[src/rtl/pbr1_pkg.sv]
// Shared types and constants for the planar ByteRun1 body decoder.
// No dependencies; imported by pbr1_advance and planar_byterun1_decoder.
`default_nettype none

package pbr1_pkg;

    // Default limits for the top-level parameters.
    localparam int MAX_ROW_BYTES_DEF = 128;
    localparam int MAX_ROWS_DEF      = 1024;
    localparam int MAX_PLANES_DEF    = 8;

    // Field widths of the configuration registers.
    localparam int MODE_W = 8;
    localparam int BPR_W  = 8;
    localparam int PLN_W  = 4;
    localparam int ROWS_W = 11;
    localparam int CFG_W  = 11;

    // Configuration register indexes.
    typedef enum logic [1:0] {
        CFG_COMPRESSION   = 2'd0,
        CFG_BYTES_PER_ROW = 2'd1,
        CFG_PLANE_COUNT   = 2'd2,
        CFG_ROW_COUNT     = 2'd3
    } cfg_index_t;

    // Compression codes.
    localparam logic [MODE_W-1:0] MODE_RAW      = 8'd0;
    localparam logic [MODE_W-1:0] MODE_BYTERUN1 = 8'd1;

    // The ByteRun1 header that does nothing.
    localparam logic [7:0] HDR_NOP = 8'd128;

    // Register values after reset.
    localparam logic [MODE_W-1:0] MODE_RESET = MODE_BYTERUN1;
    localparam logic [BPR_W-1:0]  BPR_RESET  = 8'd40;
    localparam logic [PLN_W-1:0]  PLN_RESET  = 4'd5;
    localparam logic [ROWS_W-1:0] ROWS_RESET = 11'd256;

    typedef enum logic [2:0] {
        PH_HEADER  = 3'd0,
        PH_LITERAL = 3'd1,
        PH_REPEAT  = 3'd2,
        PH_DONE    = 3'd3,
        PH_FAILED  = 3'd4
    } phase_t;

    // Write position inside the image.
    typedef struct packed {
        logic [BPR_W-1:0]  col;
        logic [PLN_W-1:0]  plane;
        logic [ROWS_W-1:0] row;
    } pos_t;

    // Limits after clamping to the build-time maxima.
    typedef struct packed {
        logic [BPR_W-1:0]  bpr;
        logic [PLN_W-1:0]  planes;
        logic [ROWS_W-1:0] rows;
    } limits_t;

endpackage

`default_nettype wire

[src/rtl/planar_byterun1_decoder.sv]
// Top level of the planar ByteRun1 (PackBits) body decoder.
// Depends on pbr1_pkg and pbr1_advance.
`default_nettype none

// Usage overview.
// Bytes of an image body chunk enter on the input channel (in_valid, in_stall,
// data_byte, last_byte), one per beat. Each data byte that lands in the image
// leaves as one beat on the output channel (out_valid, out_stall) carrying
// the byte, its run length and its plane, row and column; header bytes give
// no beat. A malformed stream gives a single beat with error set and all
// other fields zero; after it, or after the beat flagged image_done, every
// byte is taken and dropped until reset.
// An accepted byte sits in the input register, where the header/run logic
// and the position stepper decode it, and its result is loaded into the
// output register once that register is free or being emptied. One byte is
// accepted every cycle while in_stall is low; the only loop is the decode
// state plus row, plane and column counters, which update in the same cycle
// the byte is decoded.
// When the receiver stalls, the output register holds its beat; the input
// register still takes one more byte, and in_stall rises only while both
// registers are full. Reset clears both registers and the decode state and
// loads the configuration defaults (ByteRun1, 40 bytes per row, 5 planes,
// 256 rows). Configuration writes take effect on the next decoded byte.

module planar_byterun1_decoder
    import pbr1_pkg::*;
#(
    parameter int MAX_ROW_BYTES = MAX_ROW_BYTES_DEF,
    parameter int MAX_ROWS      = MAX_ROWS_DEF,
    parameter int MAX_PLANES    = MAX_PLANES_DEF
)
(
    input  logic              clk,
    input  logic              rst_n,

    input  logic              cfg_write,
    input  logic [1:0]        cfg_index,
    input  logic [CFG_W-1:0]  cfg_data,

    input  logic              in_valid,
    output logic              in_stall,
    input  logic [7:0]        data_byte,
    input  logic              last_byte,

    output logic              out_valid,
    input  logic              out_stall,
    output logic [7:0]        value,
    output logic [7:0]        run_length,
    output logic [2:0]        plane_index,
    output logic [9:0]        row_index,
    output logic [6:0]        column,
    output logic              image_done,
    output logic              error
);

    // Configuration registers.
    logic [MODE_W-1:0] mode_reg;
    logic [BPR_W-1:0]  bpr_reg;
    logic [PLN_W-1:0]  planes_reg;
    logic [ROWS_W-1:0] rows_reg;

    // Input register.
    logic       s1_valid_reg, s1_valid_next;
    logic [7:0] s1_data_reg;
    logic       s1_last_reg;
    logic       in_accept;
    logic       s1_fire;

    // Decode state.
    phase_t     phase_reg, phase_next;
    logic [7:0] lit_reg, lit_next;
    logic [7:0] rep_reg, rep_next;
    pos_t       pos_reg, pos_next;

    // Output register.
    logic       out_valid_reg, out_valid_next;
    logic [7:0] value_reg;
    logic [7:0] len_reg;
    logic [2:0] plane_reg;
    logic [9:0] row_reg;
    logic [6:0] col_reg;
    logic       done_reg;
    logic       err_reg;

    // Decode signals.
    limits_t    lim;
    logic       empty;
    logic [7:0] room;
    logic [7:0] lit_dec;
    logic [7:0] hdr_len;
    logic [7:0] run_len;
    logic       do_run;
    logic       do_err;
    phase_t     phase_pre;
    pos_t       adv_pos;
    logic       adv_done;
    logic       res_valid;
    logic       res_err;
    logic       res_done;

    // ------------------------------------------------------------------
    // Configuration port.
    // ------------------------------------------------------------------
    always_ff @(posedge clk or negedge rst_n)
    begin
        if (!rst_n)
        begin
            mode_reg   <= MODE_RESET;
            bpr_reg    <= BPR_RESET;
            planes_reg <= PLN_RESET;
            rows_reg   <= ROWS_RESET;
        end
        else if (cfg_write)
        begin
            case (cfg_index)
                CFG_COMPRESSION:   mode_reg   <= cfg_data[MODE_W-1:0];
                CFG_BYTES_PER_ROW: bpr_reg    <= cfg_data[BPR_W-1:0];
                CFG_PLANE_COUNT:   planes_reg <= cfg_data[PLN_W-1:0];
                CFG_ROW_COUNT:     rows_reg   <= cfg_data[ROWS_W-1:0];
                default:           mode_reg   <= mode_reg;
            endcase
        end
    end

    // Registers larger than the build limits are clamped to them.
    always_comb
    begin
        lim.bpr    = (32'(bpr_reg) > MAX_ROW_BYTES) ? BPR_W'(MAX_ROW_BYTES) : bpr_reg;
        lim.planes = (32'(planes_reg) > MAX_PLANES) ? PLN_W'(MAX_PLANES) : planes_reg;
        lim.rows   = (32'(rows_reg) > MAX_ROWS) ? ROWS_W'(MAX_ROWS) : rows_reg;
        empty      = (lim.bpr == '0) || (lim.planes == '0) || (lim.rows == '0);
        room       = (pos_reg.col >= lim.bpr) ? 8'd0 : lim.bpr - pos_reg.col;
    end

    // ------------------------------------------------------------------
    // Handshake. The input register moves on whenever the output register
    // is free or being emptied this cycle.
    // ------------------------------------------------------------------
    assign s1_fire   = s1_valid_reg && (!out_valid_reg || !out_stall);
    assign in_stall  = s1_valid_reg && !s1_fire;
    assign in_accept = in_valid && !in_stall;

    always_comb
    begin
        if (in_accept)
        begin
            s1_valid_next = 1'b1;
        end
        else if (s1_fire)
        begin
            s1_valid_next = 1'b0;
        end
        else
        begin
            s1_valid_next = s1_valid_reg;
        end
    end

    always_ff @(posedge clk or negedge rst_n)
    begin
        if (!rst_n)
        begin
            s1_valid_reg <= 1'b0;
        end
        else
        begin
            s1_valid_reg <= s1_valid_next;
        end
    end

    always_ff @(posedge clk)
    begin
        if (in_accept)
        begin
            s1_data_reg <= data_byte;
            s1_last_reg <= last_byte;
        end
    end

    // ------------------------------------------------------------------
    // Byte decode: picks the action for the byte in the input register and
    // the next run-control state.
    // ------------------------------------------------------------------
    assign lit_dec = lit_reg - 8'd1;

    always_comb
    begin
        phase_pre = phase_reg;
        lit_next  = lit_reg;
        rep_next  = rep_reg;
        hdr_len   = 8'd0;
        run_len   = 8'd1;
        do_run    = 1'b0;
        do_err    = 1'b0;

        if (!s1_valid_reg || phase_reg == PH_DONE || phase_reg == PH_FAILED || empty)
        begin
            phase_pre = phase_reg;
        end
        else if (pos_reg.row >= lim.rows)
        begin
            // Row count was lowered below the current row.
            phase_pre = PH_DONE;
        end
        else if (mode_reg == MODE_RAW)
        begin
            do_err = (room == 8'd0);
            do_run = (room != 8'd0);
        end
        else if (mode_reg != MODE_BYTERUN1)
        begin
            do_err = 1'b1;
        end
        else
        begin
            case (phase_reg)
                PH_LITERAL:
                begin
                    if (room == 8'd0)
                    begin
                        do_err = 1'b1;
                    end
                    else
                    begin
                        lit_next = lit_dec;
                        if (lit_dec == 8'd0)
                        begin
                            phase_pre = PH_HEADER;
                        end
                        do_run = 1'b1;
                    end
                end
                PH_REPEAT:
                begin
                    phase_pre = PH_HEADER;
                    rep_next  = 8'd0;
                    run_len   = rep_reg;
                    if (rep_reg == 8'd0 || room < rep_reg)
                    begin
                        do_err = 1'b1;
                    end
                    else
                    begin
                        do_run = 1'b1;
                    end
                end
                default:
                begin
                    if (!s1_data_reg[7])
                    begin
                        // Literal header: the next n+1 bytes are copied.
                        hdr_len = s1_data_reg + 8'd1;
                        if (room < hdr_len || s1_last_reg)
                        begin
                            do_err = 1'b1;
                        end
                        else
                        begin
                            lit_next  = hdr_len;
                            phase_pre = PH_LITERAL;
                        end
                    end
                    else if (s1_data_reg == HDR_NOP)
                    begin
                        do_err = s1_last_reg;
                    end
                    else
                    begin
                        // Repeat header: the next byte is written 257-n times.
                        hdr_len = 8'(9'd257 - {1'b0, s1_data_reg});
                        if (room < hdr_len || s1_last_reg)
                        begin
                            do_err = 1'b1;
                        end
                        else
                        begin
                            rep_next  = hdr_len;
                            phase_pre = PH_REPEAT;
                        end
                    end
                end
            endcase
        end
    end

    pbr1_advance u_advance
    (
        .pos      (pos_reg),
        .lim      (lim),
        .len      (run_len),
        .pos_next (adv_pos),
        .done     (adv_done)
    );

    // ------------------------------------------------------------------
    // Result and final state. A run on the last byte that leaves the image
    // unfinished turns into the error beat.
    // ------------------------------------------------------------------
    always_comb
    begin
        res_err    = do_err || (do_run && s1_last_reg && !adv_done);
        res_valid  = res_err || do_run;
        res_done   = do_run && !res_err && adv_done;
        phase_next = phase_pre;
        pos_next   = pos_reg;
        if (res_err)
        begin
            phase_next = PH_FAILED;
        end
        else if (do_run)
        begin
            pos_next = adv_pos;
            if (adv_done)
            begin
                phase_next = PH_DONE;
            end
        end
    end

    always_ff @(posedge clk or negedge rst_n)
    begin
        if (!rst_n)
        begin
            phase_reg <= PH_HEADER;
            lit_reg   <= 8'd0;
            rep_reg   <= 8'd0;
            pos_reg   <= '0;
        end
        else if (s1_fire)
        begin
            phase_reg <= phase_next;
            lit_reg   <= lit_next;
            rep_reg   <= rep_next;
            pos_reg   <= pos_next;
        end
    end

    // ------------------------------------------------------------------
    // Output register.
    // ------------------------------------------------------------------
    always_comb
    begin
        if (s1_fire)
        begin
            out_valid_next = res_valid;
        end
        else if (!out_stall)
        begin
            out_valid_next = 1'b0;
        end
        else
        begin
            out_valid_next = out_valid_reg;
        end
    end

    always_ff @(posedge clk or negedge rst_n)
    begin
        if (!rst_n)
        begin
            out_valid_reg <= 1'b0;
        end
        else
        begin
            out_valid_reg <= out_valid_next;
        end
    end

    always_ff @(posedge clk)
    begin
        if (s1_fire)
        begin
            value_reg <= res_err ? 8'd0 : s1_data_reg;
            len_reg   <= res_err ? 8'd0 : run_len;
            plane_reg <= res_err ? 3'd0 : pos_reg.plane[2:0];
            row_reg   <= res_err ? 10'd0 : pos_reg.row[9:0];
            col_reg   <= res_err ? 7'd0 : pos_reg.col[6:0];
            done_reg  <= res_done;
            err_reg   <= res_err;
        end
    end

    assign out_valid   = out_valid_reg;
    assign value       = value_reg;
    assign run_length  = len_reg;
    assign plane_index = plane_reg;
    assign row_index   = row_reg;
    assign column      = col_reg;
    assign image_done  = done_reg;
    assign error       = err_reg;

endmodule

`default_nettype wire

[src/rtl/pbr1_advance.sv]
// Position stepper: moves the write position by one run and reports image end.
// Depends on pbr1_pkg for pos_t and limits_t.
`default_nettype none

module pbr1_advance
    import pbr1_pkg::*;
(
    input  pos_t             pos,
    input  limits_t          lim,
    input  logic [7:0]       len,
    output pos_t             pos_next,
    output logic             done
);

    logic [BPR_W:0]  col_sum;
    logic            row_end;
    logic [PLN_W:0]  plane_inc;
    logic            plane_wrap;

    always_comb
    begin
        col_sum    = {1'b0, pos.col} + {1'b0, len};
        row_end    = (col_sum >= {1'b0, lim.bpr});
        plane_inc  = {1'b0, pos.plane} + 1'b1;
        plane_wrap = row_end && (plane_inc >= {1'b0, lim.planes});

        pos_next.col = row_end ? '0 : col_sum[BPR_W-1:0];
        if (!row_end)
        begin
            pos_next.plane = pos.plane;
        end
        else if (plane_wrap)
        begin
            pos_next.plane = '0;
        end
        else
        begin
            pos_next.plane = plane_inc[PLN_W-1:0];
        end
        // The row position stays below the row count, so the increment fits.
        pos_next.row = plane_wrap ? pos.row + 1'b1 : pos.row;
        done         = (pos_next.row >= lim.rows);
    end

endmodule

`default_nettype wire

[config.mk]
export PLATFORM = sky130hd
export DESIGN_NAME = planar_byterun1_decoder
export DESIGN_NICKNAME = d
export VERILOG_FILES = /design/src/rtl/pbr1_pkg.sv /design/src/rtl/planar_byterun1_decoder.sv /design/src/rtl/pbr1_advance.sv
export SDC_FILE = /design/constraint.sdc
export NUM_CORES = 1
export LEC_CHECK = 0
export BUFFER_PORTS_ARGS = -buffer_cell sky130_fd_sc_hd__buf_4
export CORE_ASPECT_RATIO = 2
export CORE_MARGIN = 1
export CORE_UTILIZATION = 50
export CTS_CLUSTER_DIAMETER = 200
export DETAILED_ROUTE_END_ITERATION = 12
export GPL_ROUTABILITY_DRIVEN = 0
export GPL_TIMING_DRIVEN = 0
export PLACE_DENSITY_LB_ADDON = 0.12
export SYNTH_ARGS = -nofsm -noshare
export SYNTH_HDL_FRONTEND = slang
export SYNTH_SLANG_ARGS = --single-unit
export TNS_END_PERCENT = 1
[constraint.sdc]
create_clock -name clk -period 8.9 [get_ports clk]
set_input_delay 1.335 -clock clk [delete_from_list [all_inputs] [get_ports clk]]
set_output_delay 1.335 -clock clk [all_outputs]
set_load 0.01 [all_outputs]
==> results by group, run 1 <==
Critical path
  • Crit path from: rows_reg[10]
  • WP buf/inv: 4
  • Critical path peak fanout: 11
  • Delay-heaviest family, CP: compound AO/OA/AOI/OAI gates
  • Reg2reg start: rows_reg[10]
  • CP Data Arrival Time: 8.58 ns
  • Worst path required time: slightly above 9 ns
  • Crit-path max cell delay: 0.48 ns
  • Crit. End Element: register
  • Most common cell on crit path: ha_1
  • Slowest CP cell: dfrtp_1
  • Setup Crit Path Kind: register to register
  • Startpoint types: register

Power and ir drop
  • Total power: 1.97 mW
  • LEAKAGE: ~4.3 nW
  • Peak VDD IR: between 0.00015 and 0.0002 V
  • Pwr dens: 208 nW/um^2

Timing
  • Min Tclk post-route: about 8.4 ns
  • Final worst-path cycle share: about 95%
  • Clk_skew: about 0.0094 ns
  • Final Hold Viols: 0
  • Relative slew margins: between 15 and 20%
  • Fmax: around 0.12 GHz
  • Fin. max-slew vios: 0
  • Final Setup Violations: 0
  • RSZ-0062 raised after global routing: no
  • Hold Worst Slack: 0.513 ns
  • Worst-Margin Slew: around 1.2 ns

Clocking
  • Total clock sinks: roughly 120
  • Root buf cell: clkbuf_16
  • Hold buffer count at cts: 0
  • CTS clk-pin slew, worst paths: 0.05 ns
  • CTS buffer count: 17
  • Setup Buffers After CTS: 0
  • H-tree Lvls: 4
  • CTS max path bufs: 2
  • TritonCTS clock tree: yes
  • Clock Latency Late Sink: approximately 0.42 ns

Synthesis
  • Number of synthesized flops with an enable pin: 47
  • Synthesized netlist cell count: between 800 and 900
  • Syn Std Cell Area: roughly 8000 sq um
  • #FFs+latches synth: about 120
  • Net count after synthesis: between 900 and 1k
  • Yosys warns: 0
  • Register area share after synthesis: around two fifths
  • Synth unique cells: 78
  • Most used flip-flop cell after synthesis: dfrtp_1
  • Synth Area per Inst: about 10 sq um
  • FFs w/ async S/R, synth: approximately three fifths

GRT
  • Vias in the first global route: a little under 7k
  • Largest net degree at the start of global routing: 76
  • Total GRT Usage: between 20% and 30%
  • First-pass GRT wire length: 34300 um
  • Congestion Overflow GR: 0
  • Initial antenna violation count: 0

Place
  • Port-buffer cells: 66
  • DPL Wire Length: about 17000 um
  • Placed Area: 8810 sq um

Layout
  • Diode count: 0
  • NumNets Final: 997
  • Layout cell share with drive strength beyond 1: 19.3%
  • Most frequent cells in the layout: 79 x ha_1, 71 x nand2_1, 69 x buf_4, 69 x dfrtp_1, 57 x nor2_1
  • Commonest non-fill, non-tap cell in the layout: ha_1
  • Area of the multi-input gates: 4480 sq um
  • Area growth syn-to-layout: 17.8%
  • Max reg flops: 23
  • FILL cells: about 1.4k
  • FF+latch area: between 3000 and 4000 sq um
  • Fin area: around 9500 sq um

Min path
  • Worst Hold Class: register to register
  • Hold path start: mode_reg[6]

Floorplan
  • # rows: 65
  • Starting Density: 50.9%
  • CORE AREA: roughly 16000 sq um
  • Top Ports: 67
  • Die H: approximately 180 um
  • Die Wd: 91.7 um
  • Die area: roughly 17000 sq um

Run status
  • Status: complete, no violations

Detailed routing
  • Avg Vias per Cell: 5.97
  • DRT Pass-1 Iters: 5
  • WL/cell: between 15 and 20 um
  • Starting DRT DRC Count: about 380
  • Antenna Violating Nets Remaining: 0
  • Routed Wire Length: roughly 22000 um
  • # DRC: 0
  • Via Count: roughly 6.6k

Run
  • # Max-Cap Violations: 0
==> path summary, 6_finish.rpt <==
path | depth (start not counted) | slack (ns) | end
max | 35 | 0.48 | value[1]
min | 1 | 0.51 | mode_reg[6]
max reg2reg | 35 | 0.48 | value[1]
min reg2reg | 1 | 0.51 | mode_reg[6]
max in group asynchronous | 1 | 7.16 | rep_reg[0]
min in group asynchronous | 1 | 1.08 | rows_reg[5]
==> cells by family (layout without fill, tap and decap cells) <==
family / count (synthesis) / in the layout / synth area share (%)
buffers and inverters: 74 / 172 / 3.83
AO/OA/AOI/OAI: 150 / 150 / 13.0
AND/OR/NAND/NOR: 290 / 290 / 18.7
adder cells (fa/ha/maj): 81 / 81 / 12.8
XOR/XNOR: 44 / 44 / 4.79
multiplexers: 43 / 43 / 5.85
flip-flops: 122 / 122 / 41.0
==> report_power, final <==
group / total (mW) / internal [mW] / switching (mW)
logic: 0.515 / 0.213 / 0.302
registers: 0.757 / 0.696 / 0.0604
clock network: 0.696 / 0.455 / 0.241
==> synthesized netlist by cell type (4+ instances only) <==
master,number,area [sq um]
a211oi_1,6,45.0
a21o_1,18,135
a21oi_1,37,185
a31oi_1,4,25.0
and2_1,23,144
and3_1,11,68.8
clkbuf_1,15,56.3
dfrtp_1,69,1730
dfstp_2,6,158
edfxtp_1,47,1410
ha_1,79,988
inv_1,47,176
mux2_2,31,349
mux2i_1,11,110
nand2_1,71,267
nand2b_1,14,87.6
nand3_1,21,105
nand3b_1,4,30.0
nand4_1,11,68.8
nor2_1,58,218
nor2b_1,7,43.8
nor3_1,27,135
nor3b_1,4,30.0
nor4_1,19,119
nor4_2,5,62.6
o211ai_1,5,37.5
o21ai_0,31,155
xnor2_1,18,158
xor2_1,26,228
==> stage by stage <==
stage	instances	worst slack, ns	utilization (%)	setup TNS (ns)
2_1_floorplan	804	1.79	-	0
3_3_place_gp	1071	-0.239	55.7	-6.58
3_5_place_dp	1072	-0.544	55.9	-24.49
4_1_cts	1104	0.0575	59.8	0
5_1_grt	1103	0.0262	60.0	0
6_report	1103	0.480	60.0	0
==> final cells by class <==
class,instances,share of cell area [%]
clock buffers,28,5.91
inverters,50,2.02
plain buffers,23,1.23
repair buffers,67,5.52
flip-flops and latches,122,34.8
clock inverters,4,0.529
multi-input cells,608,47.3
well taps,201,2.66
==> worst register-to-register path: cells and delay by family (launching register included) <==
kind	cells	cell delay [ns]
DFF	1	0.48
buffers and inverters	4	0.87
AOI/OAI and AO/OA	18	3.86
and+or+nand+nor	6	1.11
xor gates and xnor gates	2	0.36
adders and majority gates	5	1.47
==> metal layers <==
layer	GRT usage (%)	vias to the layer above	wire length, um
li1	-	3086	-
met1	24.5	3203	7250
met2	52.5	212	12000
met3	4.88	80	715
met4	19.8	0	1530
met5	0	-	0
==> what timing repair did <==
| action | in CTS | in global routing |
|---|---|---|
| hold endpoints to repair | 0 | 0 |
| resized for setup | 3 | 6 |
| setup endpoints to repair | 64 | 64 |
| pin swaps | 0 | 1 |
Power figures use the tool's default switching activity.
==> run 2: changes to the inputs <==
--- a/config.mk
+++ b/config.mk
@@ -5,7 +5,7 @@
 export SDC_FILE = /design/constraint.sdc
 export NUM_CORES = 1
 export LEC_CHECK = 0
-export BUFFER_PORTS_ARGS = -buffer_cell sky130_fd_sc_hd__buf_4
+export BUFFER_PORTS_ARGS = -buffer_cell sky130_fd_sc_hd__buf_2
 export CORE_ASPECT_RATIO = 2
 export CORE_MARGIN = 1
 export CORE_UTILIZATION = 50
==> results by group, run 2 (synthesized netlist as in run 1, its figures left out) <==
Place
  • Port-buffer cells: 66
  • DPL Wire Length: around 17000 um
  • Placed Cells: 1073
  • Pre-CTS WS: -0.525 ns

Layout
  • Max reg flops: 23
  • Commonest non-fill, non-tap cell in the layout: ha_1
  • Final non-filler cell total: between 1k and 1.5k
  • Most frequent cells in the layout: 79 x ha_1, 71 x nand2_1, 69 x dfrtp_1
  • Post-layout util: 58.9%
  • Layout cell share with drive strength beyond 1: about a fifth
  • FILL cells: around 1.4k
  • Diode count: 0
  • Area growth syn-to-layout: 15.6%
  • NumNets Final: about 1.0k

Detailed routing
  • Starting DRT DRC Count: 323
  • # DRC: 0
  • DRT Pass-1 Iters: 4
  • Routed Wire Length: between 20000 and 25000 um
  • Via Count: ~6.6k
  • WL/cell: 19.4 um
  • Avg Vias per Cell: 5.94
  • Antenna Violating Nets Remaining: 0

Min path
  • Worst Hold Class: register to register
  • Hold path start: mode_reg[7]
  • Worst hold endpoint: mode_reg[7]
  • Hold depth: 1

Clocking
  • H-tree Lvls: 4
  • Total clock sinks: around 120
  • Hold buffer count at cts: 0
  • CTS buffer count: 17
  • Clock Latency Late Sink: just over 0.4 ns
  • TritonCTS clock tree: yes
  • Root buf cell: clkbuf_16
  • CTS clk-pin slew, worst paths: approximately 0.060 ns
  • CTS max path bufs: 2

Power and ir drop
  • LEAKAGE: 4.21 nW
  • Peak VDD IR: roughly 0.00013 V
  • Pwr dens: between 200 and 250 nW/um^2

GRT
  • Met1 Use GR: ~25%
  • First-pass GRT wire length: around 34000 um
  • Global routing's busiest layer: met2
  • Congestion Overflow GR: 0
  • Grt met3 use: under 10%
  • M2 GR Usage: 51.1%
  • Largest net degree at the start of global routing: between 60 and 70
  • Vias in the first global route: 6917
  • Total GRT Usage: between 20% and 30%
  • Initial antenna violation count: 0

Timing
  • Hold Worst Slack: 0.507 ns
  • Final worst-path cycle share: roughly 94%
  • Final worst setup slack: 0.503 ns
  • Clk_skew: 0.00520 ns
  • Fin. max-slew vios: 0
  • Worst-Margin Slew: approximately 1.2 ns
  • Final Hold Viols: 0
  • Min Tclk post-route: 8.40 ns
  • Fmax: 0.119 GHz
  • Relative slew margins: between 10% and 20%
  • Final Setup Violations: 0

Critical path
  • Crit-path max cell delay: ~0.47 ns
  • Startpoint types: register
  • Reg2reg start: rows_reg[10]
  • WP buf/inv: 4
  • Setup Crit Path Kind: register to register
  • Crit path from: rows_reg[10]
  • R2r setup slk: about 0.50 ns
  • CP Data Arrival Time: 8.55 ns
  • R2R cell count: 35
  • Worst path required time: ~9 ns
  • Crit. End Element: register
  • Worst r2r dst: value[2]
  • Most common cell on crit path: ha_1
  • Slowest CP cell: dfrtp_1
  • Delay-heaviest family, CP: compound AO/OA/AOI/OAI gates
  • Critical path peak fanout: 11

Run status
  • Status: complete, no violations

Floorplan
  • Die area: approximately 17000 sq um
  • CORE AREA: around 16000 sq um
  • Top Ports: 67
  • # rows: 65
  • Starting Density: 50.9%
  • Die Wd: around 92 um
  • Die H: between 150 and 200 um

Run
  • # Max-Cap Violations: 0
[run 2: cell count changes in the layout (fill, tap and decap cells not counted), moves of 2 or more]
cell and delta:
buf_2 +65, clkinv_2 +3, buf_4 -63, clkbuf_8 -5
clkinvlp_4 +2
[run 2: worst max-delay path by stage]
stage	endpoint	slack [ns]	cells past startpoint
after global placement	value[1]	-0.24	36
after CTS	value[2]	0.08	36
after detailed placement	value[2]	-0.53	36
after floorplan	pos_reg[3]	1.79	35
final	value[2]	0.50	35
after global routing	value[1]	-0.01	35
[run 2: layer usage]
metal,part of all wire [%],wire length (um)
met5,0,0
met1,34,7260
met4,8.2,1760
met3,3.1,662
met2,55,11800
[run 2: repair_timing]
action,CTS,global route
pin swaps,0,1
buffers inserted,0,2
setup endpoints to repair,63,63
gates resized for setup,3,5
[run 2: final cells by class]
type / count / area [sq um] / share of cell area (%)
multi-input combinational: 608 / 4480 / 48.2
clock buffer: 21 / 462 / 4.97
sequential: 122 / 3300 / 35.5
timing repair buffer: 70 / 403 / 4.33
buffer: 23 / 116 / 1.25
inverter: 50 / 191 / 2.06
clock inverter: 11 / 95.1 / 1.02
tap: 201 / 251 / 2.71
[run 2: where the power goes]
group	switching [mW]	total [mW]	internal, mW
sequential	0.0565	0.752	0.696
clock	0.252	0.651	0.399
combinational	0.305	0.492	0.187
total	0.613	1.89	1.28
[run 2: stage by stage]
stage / instance area [sq um] / power [mW] / setup TNS, ns
floorplan: 8040 / 1.06 / 0
global placement: 8620 / 1.22 / -6.61
detailed placement: 8680 / 1.25 / -23.34
CTS: 9250 / 1.90 / 0
global route: 9290 / 1.99 / -0.0254
finish: 9290 / 1.89 / 0
